File: src/hdl/evs_pkg.sv
// Shared types and constants for the eight-value sorter.
// Depends on nothing; used by the cell module and the top level.
package evs_pkg;

    // Width of one value in the set.
    localparam int DATA_W = 32;

    // Phase of the sorter: collecting samples or emitting the sorted run.
    typedef enum logic
    {
        ST_LOAD,
        ST_EMIT
    } state_t;

    // Per-cycle command broadcast to every cell of the chain.
    typedef struct packed
    {
        logic insert;   // place the broadcast sample in sorted position
        logic shift;    // move every value one cell toward the output
    } cell_ctrl_t;

endpackage

File: src/hdl/evs_cell.sv
// One cell of the sorting chain: holds one value and its valid bit.
// Depends on evs_pkg for the data width and the command struct.
module evs_cell
(
    input  logic                              clk,
    input  logic                              rst_n,
    input  evs_pkg::cell_ctrl_t               ctrl,
    input  logic signed [evs_pkg::DATA_W-1:0] sample,
    input  logic                              prev_valid,
    input  logic signed [evs_pkg::DATA_W-1:0] prev_value,
    input  logic                              next_valid,
    input  logic signed [evs_pkg::DATA_W-1:0] next_value,
    output logic                              valid,
    output logic signed [evs_pkg::DATA_W-1:0] value
);

    logic                              valid_reg;
    logic                              valid_next;
    logic signed [evs_pkg::DATA_W-1:0] value_reg;
    logic signed [evs_pkg::DATA_W-1:0] value_next;
    logic                              fits_here;
    logic                              prev_larger;

    // The sample lands here when the lower neighbor is filled and this cell is empty
    // or larger; an empty cell above an empty neighbor stays empty.
    // The lower neighbor must move up when it already holds a larger value.
    assign fits_here   = prev_valid && (!valid_reg || (sample < value_reg));
    assign prev_larger = prev_valid && (prev_value > sample);

    // Next value: insert the sample, take the lower neighbor's value, or shift out.
    always_comb
    begin
        valid_next = valid_reg;
        value_next = value_reg;
        if (ctrl.shift)
        begin
            valid_next = next_valid;
            value_next = next_value;
        end
        else if (ctrl.insert)
        begin
            if (prev_larger)
            begin
                valid_next = 1'b1;
                value_next = prev_value;
            end
            else if (fits_here)
            begin
                valid_next = 1'b1;
                value_next = sample;
            end
        end
    end

    // Valid bit is control state and is cleared by reset.
    always_ff @(posedge clk or negedge rst_n)
    begin
        if (!rst_n)
        begin
            valid_reg <= 1'b0;
        end
        else
        begin
            valid_reg <= valid_next;
        end
    end

    // Stored value needs no reset.
    always_ff @(posedge clk)
    begin
        value_reg <= value_next;
    end

    assign valid = valid_reg;
    assign value = value_reg;

endmodule

File: src/hdl/evs_out_stage.sv
// Output register of the sorter: holds one result request until it is taken.
// Depends on evs_pkg for the data width.
module evs_out_stage
(
    input  logic                              clk,
    input  logic                              rst_n,
    input  logic                              load,
    input  logic signed [evs_pkg::DATA_W-1:0] load_value,
    input  logic                              load_final,
    input  logic                              out_ready,
    output logic                              out_valid,
    output logic signed [evs_pkg::DATA_W-1:0] sorted_value,
    output logic                              final_flag,
    output logic                              free
);

    logic                              valid_reg;
    logic                              valid_next;
    logic signed [evs_pkg::DATA_W-1:0] value_reg;
    logic                              final_reg;

    // The register can take a new result when empty or when its request leaves now.
    assign free = !valid_reg || out_ready;

    always_comb
    begin
        valid_next = valid_reg;
        if (load)
        begin
            valid_next = 1'b1;
        end
        else if (out_ready)
        begin
            valid_next = 1'b0;
        end
    end

    always_ff @(posedge clk or negedge rst_n)
    begin
        if (!rst_n)
        begin
            valid_reg <= 1'b0;
        end
        else
        begin
            valid_reg <= valid_next;
        end
    end

    // Payload is only written when a new result is loaded.
    always_ff @(posedge clk)
    begin
        if (load)
        begin
            value_reg <= load_value;
            final_reg <= load_final;
        end
    end

    assign out_valid    = valid_reg;
    assign sorted_value = value_reg;
    assign final_flag   = final_reg;

endmodule

File: src/hdl/eight_value_sorter.sv
// Top level of the eight-value sorter: a chain of insertion cells and an output register.
// Depends on evs_pkg, evs_cell and evs_out_stage.
//
// Usage:
//   The input channel (in_valid, in_ready, sample) takes SET_SIZE signed values,
//   one request per cycle. Each sample is broadcast to a row of SET_SIZE cells
//   that keep the values in ascending order; a cell either keeps its value,
//   takes the sample, or takes the value of its lower neighbor.
//   Once the set is full, in_ready drops and the chain shifts toward the output
//   channel (out_valid, out_ready, sorted_value, final_flag), smallest value
//   first; final_flag marks the largest value. Equal values are all kept.
//   After the last sample is accepted, the phase register switches to emitting; the
//   first result is then loaded into the output register once it is free. Loading and
//   emitting never overlap, so no sample of the next set is taken before the chain
//   has shifted out; it drains one value per cycle while the output register is free.
//   When the receiver stalls, the result stays in the output register and the
//   chain holds still. Loading of the next set starts while the last result
//   of the previous set still waits.
//   Reset empties every cell, clears the output register and returns to loading.
module eight_value_sorter
#(
    parameter int SET_SIZE = 8
)
(
    input  logic                              clk,
    input  logic                              rst_n,
    input  logic                              in_valid,
    output logic                              in_ready,
    input  logic signed [evs_pkg::DATA_W-1:0] sample,
    output logic                              out_valid,
    input  logic                              out_ready,
    output logic signed [evs_pkg::DATA_W-1:0] sorted_value,
    output logic                              final_flag
);

    localparam int CNT_W = (SET_SIZE > 1) ? $clog2(SET_SIZE) : 1;
    localparam logic [CNT_W-1:0] LAST_IDX = CNT_W'(SET_SIZE - 1);

    evs_pkg::state_t                   state_reg;
    evs_pkg::state_t                   state_next;
    logic [CNT_W-1:0]                  cnt_reg;
    logic [CNT_W-1:0]                  cnt_next;
    evs_pkg::cell_ctrl_t               ctrl;
    logic                              out_free;
    logic                              in_take;
    logic                              cell_valid [SET_SIZE];
    logic signed [evs_pkg::DATA_W-1:0] cell_value [SET_SIZE];

    assign in_ready = (state_reg == evs_pkg::ST_LOAD);
    assign in_take  = in_valid && in_ready;

    // Commands to the chain.
    always_comb
    begin
        ctrl.insert = in_take;
        ctrl.shift  = (state_reg == evs_pkg::ST_EMIT) && out_free;
    end

    // Phase control and the shared load / emit counter.
    always_comb
    begin
        state_next = state_reg;
        cnt_next   = cnt_reg;
        unique case (state_reg)
            evs_pkg::ST_LOAD:
            begin
                if (in_take)
                begin
                    if (cnt_reg == LAST_IDX)
                    begin
                        cnt_next   = '0;
                        state_next = evs_pkg::ST_EMIT;
                    end
                    else
                    begin
                        cnt_next = cnt_reg + 1'b1;
                    end
                end
            end
            evs_pkg::ST_EMIT:
            begin
                if (ctrl.shift)
                begin
                    if (cnt_reg == LAST_IDX)
                    begin
                        cnt_next   = '0;
                        state_next = evs_pkg::ST_LOAD;
                    end
                    else
                    begin
                        cnt_next = cnt_reg + 1'b1;
                    end
                end
            end
            default:
            begin
                state_next = evs_pkg::ST_LOAD;
                cnt_next   = '0;
            end
        endcase
    end

    always_ff @(posedge clk or negedge rst_n)
    begin
        if (!rst_n)
        begin
            state_reg <= evs_pkg::ST_LOAD;
            cnt_reg   <= '0;
        end
        else
        begin
            state_reg <= state_next;
            cnt_reg   <= cnt_next;
        end
    end

    // Chain of cells, cell 0 holds the smallest value and feeds the output.
    genvar i;
    generate
        for (i = 0; i < SET_SIZE; i++)
        begin : g_cell
            logic                              prev_valid;
            logic signed [evs_pkg::DATA_W-1:0] prev_value;
            logic                              next_valid;
            logic signed [evs_pkg::DATA_W-1:0] next_value;

            // Cell 0 sees a filled floor holding the most negative value.
            if (i == 0)
            begin : g_first
                assign prev_valid = 1'b1;
                assign prev_value = {1'b1, {(evs_pkg::DATA_W-1){1'b0}}};
            end
            else
            begin : g_mid_lo
                assign prev_valid = cell_valid[i-1];
                assign prev_value = cell_value[i-1];
            end

            if (i == SET_SIZE - 1)
            begin : g_last
                assign next_valid = 1'b0;
                assign next_value = '0;
            end
            else
            begin : g_mid_hi
                assign next_valid = cell_valid[i+1];
                assign next_value = cell_value[i+1];
            end

            evs_cell u_cell
            (
                .clk        (clk),
                .rst_n      (rst_n),
                .ctrl       (ctrl),
                .sample     (sample),
                .prev_valid (prev_valid),
                .prev_value (prev_value),
                .next_valid (next_valid),
                .next_value (next_value),
                .valid      (cell_valid[i]),
                .value      (cell_value[i])
            );
        end
    endgenerate

    // Output register.
    evs_out_stage u_out
    (
        .clk          (clk),
        .rst_n        (rst_n),
        .load         (ctrl.shift),
        .load_value   (cell_value[0]),
        .load_final   (cnt_reg == LAST_IDX),
        .out_ready    (out_ready),
        .out_valid    (out_valid),
        .sorted_value (sorted_value),
        .final_flag   (final_flag),
        .free         (out_free)
    );

endmodule

File: config.mk
export PLATFORM = sky130hd
export DESIGN_NAME = eight_value_sorter
export DESIGN_NICKNAME = d
export VERILOG_FILES = /design/src/hdl/evs_pkg.sv /design/src/hdl/evs_cell.sv /design/src/hdl/evs_out_stage.sv /design/src/hdl/eight_value_sorter.sv
export SDC_FILE = /design/constraint.sdc
export NUM_CORES = 1
export LEC_CHECK = 0
export ABC_CLOCK_PERIOD_IN_PS = 4600
export BUFFER_PORTS_ARGS = -buffer_cell sky130_fd_sc_hd__buf_2
export CORE_AREA = 5 5 295 297
export CTS_CLUSTER_DIAMETER = 150
export CTS_CLUSTER_SIZE = 8
export DETAILED_ROUTE_END_ITERATION = 7
export DIE_AREA = 0 0 300 302
export MAX_ROUTING_LAYER = met4
export PLACE_DENSITY_LB_ADDON = 0.08
export SYNTH_ARGS = -nofsm -noshare
export SYNTH_HDL_FRONTEND = slang
export SYNTH_HIERARCHICAL = 1
export SYNTH_SLANG_ARGS = --single-unit
File: constraint.sdc
create_clock -name clk -period 4.6 [get_ports clk]
set_clock_uncertainty 0.15 [all_clocks]
set_input_delay 0 -clock clk [delete_from_list [all_inputs] [get_ports clk]]
set_output_delay 0 -clock clk [all_outputs]
set_load 0.02 [all_outputs]
==> flow_results.org, run 1 <==
** Worst setup path
- Capturing element type of the critical path :: register
- Startpoint type of the worst setup path :: input port
- Of all nets on the critical path, the largest fanout is 34.
- At the worst endpoint, the arrival time is 3920 ps.
- For the worst setup path, the data required time is 4670 ps.
- Crit Path Class :: input port to register

** Run status
- Result of the run :: finished clean

** Job
- Number of maximum-capacitance constraint violations :: 0

** Power and ir drop
- P_leak :: 15.0 nW
- Tot Pwr :: slightly below 30 mW
- In this run the power density over the cells is 805 nW/µm².
- IR analysis of the VDD net gives a maximum drop of 463 µV.

** Route
- Number of detailed-route iterations in the first pass :: 7
- Routed vias :: 26300
- After detailed routing, the total wire length is 105000 µm.
- In the routed design, unresolved DRC markers number 0.
- Number of nets with antenna violations after routing :: 0
- The first routing iteration left roughly 1700 violations.
- Vias per Instance :: between 5 and 6
- Routed wire per std cell :: 23.1 µm

** STA
- Final setup violation count :: 0
- Dividing the final minimum period by the clock period gives 83.8%.
- The number of max-slew violations in the final report came to 0.
- Setup repair after global routing missed its margin :: false
- Headroom to the max-slew limit :: 28.6%
- The number of failing hold endpoints at the final stage came to 0.
- Counting I/O delays and the setup requirement, the final critical path takes 3860 ps.
- Highest Clock Rate :: 259 MHz
- Total Neg Setup Slack :: 0 ps
- For the pin with the worst max-slew slack, the measured transition is between 1000 and 1500 ps.

** Final layout
- Antenna Cells :: 0
- Layout cell share with drive strength beyond 1 :: 22.1%
- Leaving out fill and tap cells, the most frequent cells in the layout are sky130_fd_sc_hd__inv_1 (537), sky130_fd_sc_hd__ha_1 (507), sky130_fd_sc_hd__o21ai_0 (312).
- The area growth from synthesis to layout is 8.54%.
- Cell area after layout :: between 30000 and 40000 µm²
- Post-layout utilization of the core :: 42.9%
- Most common cell after layout, fill and taps aside :: sky130_fd_sc_hd__inv_1
- Non-filler cells, final :: 4517
- The register with the most flip-flops in the layout has 256 of them.
- After filler insertion, the fill cell instance count of the layout stands at between 8000 and 9000.
- After the last flow step, the layout net total stands at 3937.

** Placed design
- HPWL after detailed placement :: 79700 µm
- Count of buffers from port buffering :: 70
- In this run the cell area measured after placement is 34600 µm².
- In this run, placement finished with an instance count of 4403.
- Gp weighted congestion :: 0.918

** GRT
- The first global-routing pass estimated around 160000 µm of wire.
- Across every metal layer, demand over resource in global routing totals 23.2%.
- Pin count of the biggest net entering global routing :: 76
- Global route overflow :: 0
- The initial antenna violation count is 0.
- The number of global-route vias before repair was 26800.

** Synthesis
- Total of flip-flops plus latches after synthesis :: between 300 and 400
- Proportion of synthesized flip-flops having asynchronous set or reset :: 4.30%
- For this run, the register share of the synthesized area comes to 27.0%.
- Among all flip-flop cells after synthesis, the most frequent one is sky130_fd_sc_hd__edfxtp_1.
- Yosys Warn Count :: 6
- Number of synthesized flops with an enable pin :: 289
- Number of distinct standard cells referenced by the synthesized netlist :: 47
- The average instance in the mapped netlist occupies 10.3 µm².
- Number of cells produced by synthesis :: between 3000 and 4000
- Mapped Area :: 33400 µm²

** Worst hold path
- Class of the tightest hold or removal check :: input port to register

** Clock tree
- Clock buffers created by TritonCTS :: between 40 and 50
- Clock insertion delay at the later pin of the skew report :: 580 ps
- Clock root cell :: sky130_fd_sc_hd__clkbuf_16
- Clock Path Buffers :: 3
- After clock tree synthesis, the clock-pin slew on the worst setup and hold paths is 50 ps.
- Clock tree from TritonCTS :: yes
- Clock tree synthesis found a total of ~300 sinks.
- # H-tree levels :: 2

** Floorplanning
- The floorplan step set the die height to just over 300 µm.
- The floorplan step defined a core boundary enclosing 84300 µm².
- The floorplan has 107 rows.
- The floorplan step defined a die boundary enclosing roughly 90000 µm².
- Starting density of the core :: 39.6%
- In this run the horizontal extent of the chip is 300 µm.
- 71 I/O pins were placed.
-- power breakdown --
part	internal (mW)	total, mW	switching (mW)	leakage, nW
combinational	7.44	18.0	10.5	11.4
sequential	5.77	8.00	2.23	2.94
clock	1.83	3.17	1.35	0.600
-- cell families (layout without fill, tap and decap cells) --
| family | after synthesis | after routing | share of synthesized area (%) |
|---|---|---|---|
| AOI/OAI and AO/OA | 1234 | 1234 | 35.8 |
| buffers and inverters | 729 | 827 | 10.9 |
| adders and majority gates | 507 | 507 | 19.0 |
| and+or+nand+nor | 454 | 454 | 7.11 |
| DFF | 302 | 302 | 27.0 |
| muxes | 4 | 4 | 0.131 |
| other | 2 | 99 | 0.0225 |
-- area by class of cell --
type / count / area (µm²) / share of cell area [%]
multi-input cells: 2298 / 21100 / 58.2
repair buffers: 204 / 1460 / 4.03
inverters: 545 / 2050 / 5.65
flip-flops and latches: 302 / 9000 / 24.9
well taps: 1090 / 1360 / 3.77
clock buffers: 78 / 1260 / 3.48
-- cells in the mapped netlist, types with 13 or more instances --
master | number | share of area, %
sky130_fd_sc_hd__clkbuf_1 | 72 | 0.81
sky130_fd_sc_hd__inv_1 | 537 | 6.0
sky130_fd_sc_hd__buf_12 | 24 | 1.4
sky130_fd_sc_hd__ha_1 | 507 | 19
sky130_fd_sc_hd__edfxtp_1 | 289 | 26
sky130_fd_sc_hd__nor4_1 | 16 | 0.30
sky130_fd_sc_hd__nand4_1 | 56 | 1.1
sky130_fd_sc_hd__dfrtp_1 | 13 | 0.98
sky130_fd_sc_hd__o21ai_1 | 32 | 0.48
sky130_fd_sc_hd__a21oi_1 | 226 | 3.4
sky130_fd_sc_hd__a41oi_2 | 240 | 12
sky130_fd_sc_hd__o21ai_2 | 16 | 0.42
sky130_fd_sc_hd__nand2_1 | 192 | 2.2
sky130_fd_sc_hd__nor2b_1 | 17 | 0.32
sky130_fd_sc_hd__nor2_1 | 49 | 0.55
sky130_fd_sc_hd__nor3_1 | 40 | 0.60
sky130_fd_sc_hd__a2bb2oi_1 | 32 | 0.84
sky130_fd_sc_hd__a2bb2oi_2 | 240 | 11
sky130_fd_sc_hd__buf_2 | 32 | 0.48
sky130_fd_sc_hd__o21a_1 | 24 | 0.54
sky130_fd_sc_hd__clkbuf_8 | 24 | 0.99
sky130_fd_sc_hd__a21o_1 | 40 | 0.90
sky130_fd_sc_hd__buf_6 | 32 | 1.1
sky130_fd_sc_hd__o21ai_0 | 312 | 4.7
sky130_fd_sc_hd__nand3_1 | 40 | 0.60
-- worst max-delay path, cell delays in order --
cell and delay (ps):
sky130_fd_sc_hd__dlygate4sd3_1 520, sky130_fd_sc_hd__buf_2 400, sky130_fd_sc_hd__buf_4 260, sky130_fd_sc_hd__inv_1 60, sky130_fd_sc_hd__ha_1 290, sky130_fd_sc_hd__nand3_1 140
sky130_fd_sc_hd__nor4_1 620, sky130_fd_sc_hd__nand2_1 240, sky130_fd_sc_hd__a31oi_2 230, sky130_fd_sc_hd__o21ai_2 70, sky130_fd_sc_hd__buf_4 260, sky130_fd_sc_hd__o21a_1 210
sky130_fd_sc_hd__o211ai_1 150, sky130_fd_sc_hd__buf_4 450
-- final timing paths --
check | depth (start not counted) | slack (ps) | startpoint | end
hold / removal | 4 | 120 | out_ready | u_out/out_valid
min in group asynchronous | 3 | 620 | rst_n | g_cell[0].u_cell/valid
hold reg to reg | 0 | 340 | g_cell[0].u_cell/value[0] | u_out/sorted_value[0]
max in group asynchronous | 3 | 3060 | rst_n | cnt_reg[2]
setup reg to reg | 10 | 870 | g_cell[0].u_cell/value[31] | g_cell[1].u_cell/value[7]
setup / recovery | 14 | 740 | sample[27] | g_cell[1].u_cell/value[7]
-- metrics by stage --
stage	hold WS [ps]	setup slack, ps
2_1_floorplan	-446	660
3_3_place_gp	-145	629
3_5_place_dp	-141	600
4_1_cts	84.6	677
5_1_grt	134	429
6_report	121	745
-- repair_timing --
action | 4_1_cts | 5_1_grt
hold buffers | 36 | 0
hold endpoints to repair | 187 | 0
resized for setup | 0 | 0
buffers inserted | 0 | 0
-- layer usage --
metal	routed length, µm	share of wire, %	vias up	global-route usage (%)
li1	-	-	12500	-
met1	46400	44	13100	29.3
met2	51300	49	600	40.0
met3	3650	3.5	146	2.20
met4	3190	3.1	0	6.51
met5	0	0	-	-
Power figures use the tool's default switching activity.
==> inputs of run 2 (changes only) <==
- ABC_CLOCK_PERIOD_IN_PS: 4600 -> 3100
- clock period: 4.6 -> 3.1 ns (I/O delays scaled with it)
==> run 2 against run 1 <==
  * First-iteration DRC count shrank 14%
  * Worst setup slack lost 650 ps
  * Routed wire length shrank 0.34%
  * Core utilization grew 4.1 points
  * Clock power grew 45%
  * Power grew 59%
  * Sequential share of layout area shrank 2.2 points
  * Final area grew 9.6%
  * Sequential power grew 25%
  * Flip-flop and latch count is the same
  * Critical path depth is the same
  * Die area is the same
  * Critical path type unchanged
  * Highest routed layer unchanged
==> flow_results.org, run 2 (synthesis results as in run 1) <==
** GRT
- The initial antenna violation count is 0 (unchanged).
- The global-route wire length before repair came to 161000 µm (-0.54%).
- Overall fraction of global-route tracks in use :: 23.1% (-0.11 points)
- Number of global-route vias before repair :: 27600 (+3.2%)
- The global route total overflow is 0 (unchanged).
- The pin count of the biggest net entering global routing came to 68 (-11%).

** STA
- Highest Clock Rate :: 333 MHz
- Final period util :: 97.0%
- Max-slew violation count :: 0 (unchanged)
- The headroom to the max-slew limit is 57.4% (+29 points).
- The number of failing hold endpoints at the final stage came to 0 (unchanged).
- Time the final worst path needs with I/O delays and setup :: approximately 3000 ps
- The accumulated negative setup slack came to 0 ps (unchanged).
- The measured slew at the worst slew-check pin was 639 ps (-432 ps).
- Setup repair after global routing missed its margin :: false
- Final setup violation count :: 0 (unchanged)

** Placed design
- HPWL after detailed placement :: 84500 µm (+6.0%)
- Cell Count Post-Placement :: 4748 (+7.8%)
- Count of buffers from port buffering :: 70 (unchanged)
- The routability-driven placement congestion ratio was 0.883 (-3.8%).

** Floorplanning
- Starting density of the core :: 39.6% (unchanged)
- The die width is 300 µm (unchanged).
- The number of placed I/O pins is 71 (unchanged).
- The standard-cell row count came to 107 (unchanged).
- The die height was 302 µm (unchanged).
- Die area :: 90600 µm² (unchanged)
- The core footprint came to 84300 µm² (unchanged).

** Worst hold path
- The startpoint identified for the worst hold timing path is out_ready.
- The min-delay analysis places its worst path in the category input port to register.

** Route
- Total Wirelength :: 104000 µm (-0.34%)
- Routed wire per std cell :: 21.4 µm (-7.5%)
- Vias per Instance :: 5.56 (-4.5%)
- Routed vias :: 27100 (+2.9%)
- The number of iterations in the first detailed-routing pass was 5 (-2).
- The antenna violation net count after detailed routing is 0 (unchanged).
- The remaining routing DRC violations was 0 (unchanged).
- The initial DRC count came to 1477 (-14%).

** Worst setup path
- The delay of the slowest critical-path stage is 520 ps (-100 ps).
- Arr. time, crit path :: 3120 ps (-800 ps)
- The worst-path maximum fanout came to 16 (-53%).
- Data required time at the worst endpoint :: 3210 ps (-1460 ps)
- Timing startpoint of the critical path :: sample[13]
- The critical path is of the input port to register type.
- Most used cell along the critical path :: sky130_fd_sc_hd__buf_4
- Reg-to-reg startpoint :: g_cell[4].u_cell/value[31]
- Count of buffering cells on the critical path with inverters included :: 6 (unchanged)
- Startpoint type of the worst setup path :: input port
- The slowest stage of the critical path belongs to the cell sky130_fd_sc_hd__dlygate4sd3_1.
- Capturing element type of the critical path :: register
- Worst path top cell family by delay :: buffers and inverters
- Sequence of cells on the critical path :: dlygate4sd3_1 -> buf_2 -> buf_4 -> inv_1 -> ha_1 -> nand4_2 -> nor4_2 -> o21ai_1 -> a31oi_2 -> o21ai_2 -> o21a_1 -> o211ai_1 -> buf_4 -> buf_6

** Clock tree
- Clock Path Buffers :: 3 (unchanged)
- The clock slew at the register clock pins of the worst setup and hold paths was 50 ps (about the same).
- TritonCTS built the clock tree.
- Clock insertion delay at the later pin of the skew report :: 580 ps (about the same)
- The H-tree depth was 2 (unchanged).
- Clock root cell :: sky130_fd_sc_hd__clkbuf_16
- The number of buffers created by CTS is 43 (unchanged).
- Sinks on the clock net :: 302 (unchanged)

** Job
- Number of maximum-capacitance constraint violations :: 0 (unchanged)

** Final layout
- The number of nets in the final layout came to 4286 (+8.9%).
- The diode insertion count for antenna repair is 0 (unchanged).
- Leaving out fill and tap cells, the most frequent cell in the layout is sky130_fd_sc_hd__inv_1.
- Fill cell total of the finished layout :: 7873 (-3.0%)
- The number of non-filler instances in the completed layout came to 4867 (+7.7%).
- Layout cell share with drive strength beyond 1 :: 30.7% (+8.6 points)
- Most used cells in the layout excluding fill and tap cells :: sky130_fd_sc_hd__inv_1 (536), sky130_fd_sc_hd__ha_1 (470), sky130_fd_sc_hd__buf_4 (420)
- From synthesis to final layout, the design area changed by 19.0%.
- The flip-flop count of the largest register after layout was 256 (unchanged).

** Power and ir drop
- The total power density per cell area came to 1160 nW/µm² (+45%).
- The power after layout came to 46.2 mW (+59%).
- The leakage dissipation is 16.8 nW (+12%).
- Peak ir drop on the vdd network :: 691 µV (+49%)

** Run status
- The run finished with clean final reports.
-- run 2: cell count changes in the layout (fill, tap and decap cells not counted), sizes merged --
cell    previous run  this run
bufbuf             0         1
buf              168       507
clkbuf            78        85
inv              537       540
-- run 2: repair_timing --
item,4_1_cts,5_1_grt
setup endpoints to repair,32,259
buffers inserted,0,3
endpoints found under the hold margin,138,0
resized for setup,1,23
hold buffers,37,0
pin swaps,0,1
-- run 2: cell type report --
class	instances	area [µm²]	share of cell area (%)
Clock buffer	76	1210	3.05
Timing Repair Buffer	553	4410	11.1
Tap cell	1090	1360	3.44
Sequential cell	302	9000	22.7
Inverter	545	2060	5.19
Clock inverter	3	26.3	0.0662
Multi-Input combinational cell	2298	21600	54.5
-- run 2: metal layers --
metal  up-vias  global-route usage [%]  wire (µm)
li1      13200                       -          -
met1     13300                    30.1      48200
met2       418                    39.6      50900
met3       105                    1.99       2930
met4         0                    4.75       2050
met5         -                       -          0
-- run 2: worst min-delay path: stages --
cell                            delay [ps]
sky130_fd_sc_hd__dlygate4sd3_1         520
sky130_fd_sc_hd__buf_2                  90
sky130_fd_sc_hd__nand2b_4              120
sky130_fd_sc_hd__nand2b_2               50
-- run 2: power breakdown --
group	switching (mW)	total, mW	internal, mW	leakage (nW)
combinational	17.7	31.6	13.9	13.3
clock	1.98	4.61	2.62	0.588
sequential	1.55	10.0	8.46	2.94
-- run 2: path summary, 6_finish.rpt --
path                                               to  slack [ps]  depth (start not counted)
max                        g_cell[4].u_cell/value[26]          90                         14
min                                   u_out/out_valid         110                          4
max reg2reg                g_cell[5].u_cell/value[24]         120                         10
min reg2reg                     u_out/sorted_value[0]         370                          0
max in group asynchronous                  cnt_reg[2]        2280                          4
min in group asynchronous      g_cell[3].u_cell/valid         360                          4
-- run 2: per-stage QoR --
step	hold slack, ps	util [%]	instance area [µm²]	setup WS (ps)
global placement	-136	45.0	38000	-138
detailed placement	-129	45.0	38000	-183
floorplan	-446	-	34200	-804
finish	114	47.1	39700	93.9
global route	115	47.1	39700	3.43
CTS	80.9	46.9	39600	11.3
==> inputs of run 3 (changes only) <==
--- a/config.mk
+++ b/config.mk
@@ -7,3 +7,3 @@
 export LEC_CHECK = 0
-export ABC_CLOCK_PERIOD_IN_PS = 3100
+export ABC_CLOCK_PERIOD_IN_PS = 3340
 export BUFFER_PORTS_ARGS = -buffer_cell sky130_fd_sc_hd__buf_2
==> constraint.sdc (replaced) <==
create_clock -name clk -period 3.34 [get_ports clk]
set_clock_uncertainty 0.15 [all_clocks]
set_input_delay 0.334 -clock clk [delete_from_list [all_inputs] [get_ports clk]]
set_output_delay 0.334 -clock clk [all_outputs]
set_load 0.02 [all_outputs]
==> run 3 against run 2 <==
  * Sequential power about the same
  * Sequential share of layout area up 0.42 points
  * First-iteration DRC count down 16%
  * Non-clock buffer count down 71
  * Critical path depth down 4
  * Die area unchanged
  * Core utilization down 0.85 points
  * Routed wire length down 0.52%
  * Cell count down 1.5%
==> flow_results.org, run 3 (synthesis results as in run 1) <==
** Run status
- The flow ran to the end, and the final reports show no timing, DRC or antenna violations.

** Route
- The antenna violation net count after detailed routing came to 0 (unchanged).
- The remaining routing DRC violations is 0 (unchanged).
- Total Wirelength :: 104000 µm (-0.52%)
- Routed wire per std cell :: 21.6 µm (+1.0%)
- The initial DRC count was 1235 (-16%).
- Number of detailed-route iterations in the first pass :: 5 (unchanged)
- The number of vias in the routed layout came to 27100 (+0.015%).
- The via density per instance is 5.65 (+1.6%).

** Floorplanning
- The die width is 300 µm (unchanged).
- The standard-cell row count is 107 (unchanged).
- The core footprint is 84300 µm² (unchanged).
- Ports placed on the boundary :: 71 (unchanged)
- Die height :: 302 µm (unchanged)
- Starting density of the core :: 39.6% (unchanged)
- The die outline area is 90600 µm² (unchanged).

** Clock tree
- Number of buffers inserted by post-CTS setup repair :: 0 (unchanged)
- Clock Path Buffers :: 3 (unchanged)
- Sinks on the clock net :: 302 (unchanged)
- Clock buffers created by TritonCTS :: 43 (unchanged)
- Clock insertion delay at the later pin of the skew report :: 590 ps (about the same)
- Clock tree from TritonCTS :: yes
- Number of gates resized after CTS :: 0 (-1)
- The H-tree depth is 2 (unchanged).
- The clock slew at the register clock pins of the worst setup and hold paths came to 60 ps (about the same).
- Clock tree synthesis selected as its root buffer the cell sky130_fd_sc_hd__clkbuf_16.

** Placed design
- Gp weighted congestion :: 0.901 (+2.0%)
- Cell Count Post-Placement :: 4714 (-0.72%)
- Count of buffers from port buffering :: 70 (unchanged)
- Placed instance area :: 37700 µm² (-0.64%)
- HPWL after detailed placement :: 83100 µm (-1.6%)
- Pre-CTS WS :: -94.6 ps (+88.2 ps)

** Worst setup path
- Crit Path Class :: register to register
- Arr. time, crit path :: 3250 ps (+130 ps)
- STA classifies the critical path endpoint as a register.
- Worst reg2reg path depth :: 10 (unchanged)
- Startpoint type of the worst setup path :: register
- The worst-path maximum fanout was 32 (+16).
- The data required time at the worst endpoint was 3460 ps (+250 ps).

** Worst hold path
- Class of the tightest hold or removal check :: input port to asynchronous set/reset pin

** Final layout
- Antenna Cells :: 0 (unchanged)
- The top cell types in the final layout, fill and taps aside, are sky130_fd_sc_hd__inv_1 (536), sky130_fd_sc_hd__ha_1 (470), sky130_fd_sc_hd__buf_4 (385).
- The number of non-filler instances in the completed layout is 4793 (-1.5%).
- Net count reported at finish :: 4215 (-1.7%)
- Layout area overhead :: 16.8%
- Post-layout utilization of the core :: 46.2% (-0.85 points)
- Layout cell share with drive strength beyond 1 :: 30.1% (-0.57 points)
- Cell area after layout :: 39000 µm² (-1.8%)
- Most common cell after layout, fill and taps aside :: sky130_fd_sc_hd__inv_1
- The flip-flop count of the largest register after layout came to 256 (unchanged).

** STA
- The accumulated negative setup slack was 0 ps (unchanged).
- Final period util :: 93.6%
- Post-route setup slack :: 215 ps (+121 ps)
- The number of max-slew violations in the final report is 0 (unchanged).
- The measured slew at the worst slew-check pin was 855 ps (+216 ps).
- The number of failing hold endpoints at the final stage was 0 (unchanged).
- Setup repair after global routing missed its margin :: false
- The count of final setup violators was 0 (unchanged).
- Headroom to the max-slew limit :: 43.0% (-14 points)
- Worst slack on hold paths :: 145 ps (+31.1 ps)
- Time the final worst path needs with I/O delays and setup :: between 3000 and 4000 ps
- For this run, the top clock speed supported by timing is 320 MHz.

** Power and ir drop
- The worst supply voltage drop on vdd was 809 µV (+17%).
- The power after layout came to 42.4 mW (-8.2%).
- The total power density per cell area is 1090 nW/µm² (-6.6%).
- The leakage dissipation is 16.5 nW (-2.1%).

** GRT
- The number of global-route vias before repair was 28000 (+1.3%).
- The initial antenna violation count is 0 (unchanged).
- The global-route wire length before repair was 160000 µm (-0.75%).
- Pin count of the biggest net entering global routing :: 54 (-21%)
- Overall fraction of global-route tracks in use :: 22.8% (-0.25 points)
- Global route overflow :: 0 (unchanged)

** Job
- The count of max-cap constraint violations came to 0 (unchanged).
## run 3: worst max-delay path, cell delays in order (launching register included)
cell	delay, ps
sky130_fd_sc_hd__edfxtp_1	490
sky130_fd_sc_hd__ha_1	360
sky130_fd_sc_hd__nand3_2	130
sky130_fd_sc_hd__nor4_1	310
sky130_fd_sc_hd__buf_4	180
sky130_fd_sc_hd__nand2_1	130
sky130_fd_sc_hd__a31oi_2	260
sky130_fd_sc_hd__o21ai_2	90
sky130_fd_sc_hd__o21a_1	170
sky130_fd_sc_hd__o211ai_1	270
sky130_fd_sc_hd__buf_12	250
## run 3: routing by layer
layer	global-route usage (%)	wire length, µm	up-vias
met3	2.18	3610	165
li1	-	-	13000
met2	38.2	49100	535
met5	-	0	-
met1	29.2	47000	13300
met4	7.93	3910	0
## run 3: cell type report
cell class,count,area [µm²]
inverters,545,2060
fillers,7994,45400
multi-input cells,2298,21600
repair buffers,482,3750
clock buffers,73,1200
well taps,1090,1360
clock inverters,3,26.3
flip-flops and latches,302,9000
## run 3: report_power, final
part,total (mW),internal (mW),switching [mW]
Sequential,9.84,7.88,1.96
Combinational,28.3,12.5,15.8
Clock,4.27,2.42,1.85
Total,42.4,22.8,19.6
## run 3: final timing paths
| path | end | slack [ps] | startpoint |
|---|---|---|---|
| max | g_cell[1].u_cell/value[24] | 220 | g_cell[0].u_cell/value[28] |
| min in group clk | g_cell[0].u_cell/value[31] | 190 | sample[31] |
| max reg2reg | g_cell[1].u_cell/value[24] | 220 | g_cell[0].u_cell/value[28] |
| max in group asynchronous | g_cell[4].u_cell/valid | 2480 | rst_n |
| min reg2reg | cnt_reg[1] | 370 | cnt_reg[1] |
| min | state_reg | 150 | rst_n |
## run 3: timing repair
item	CTS	global route
endpoints found under the hold margin	15	0
hold buffers	3	0
endpoints found under the setup margin	0	0
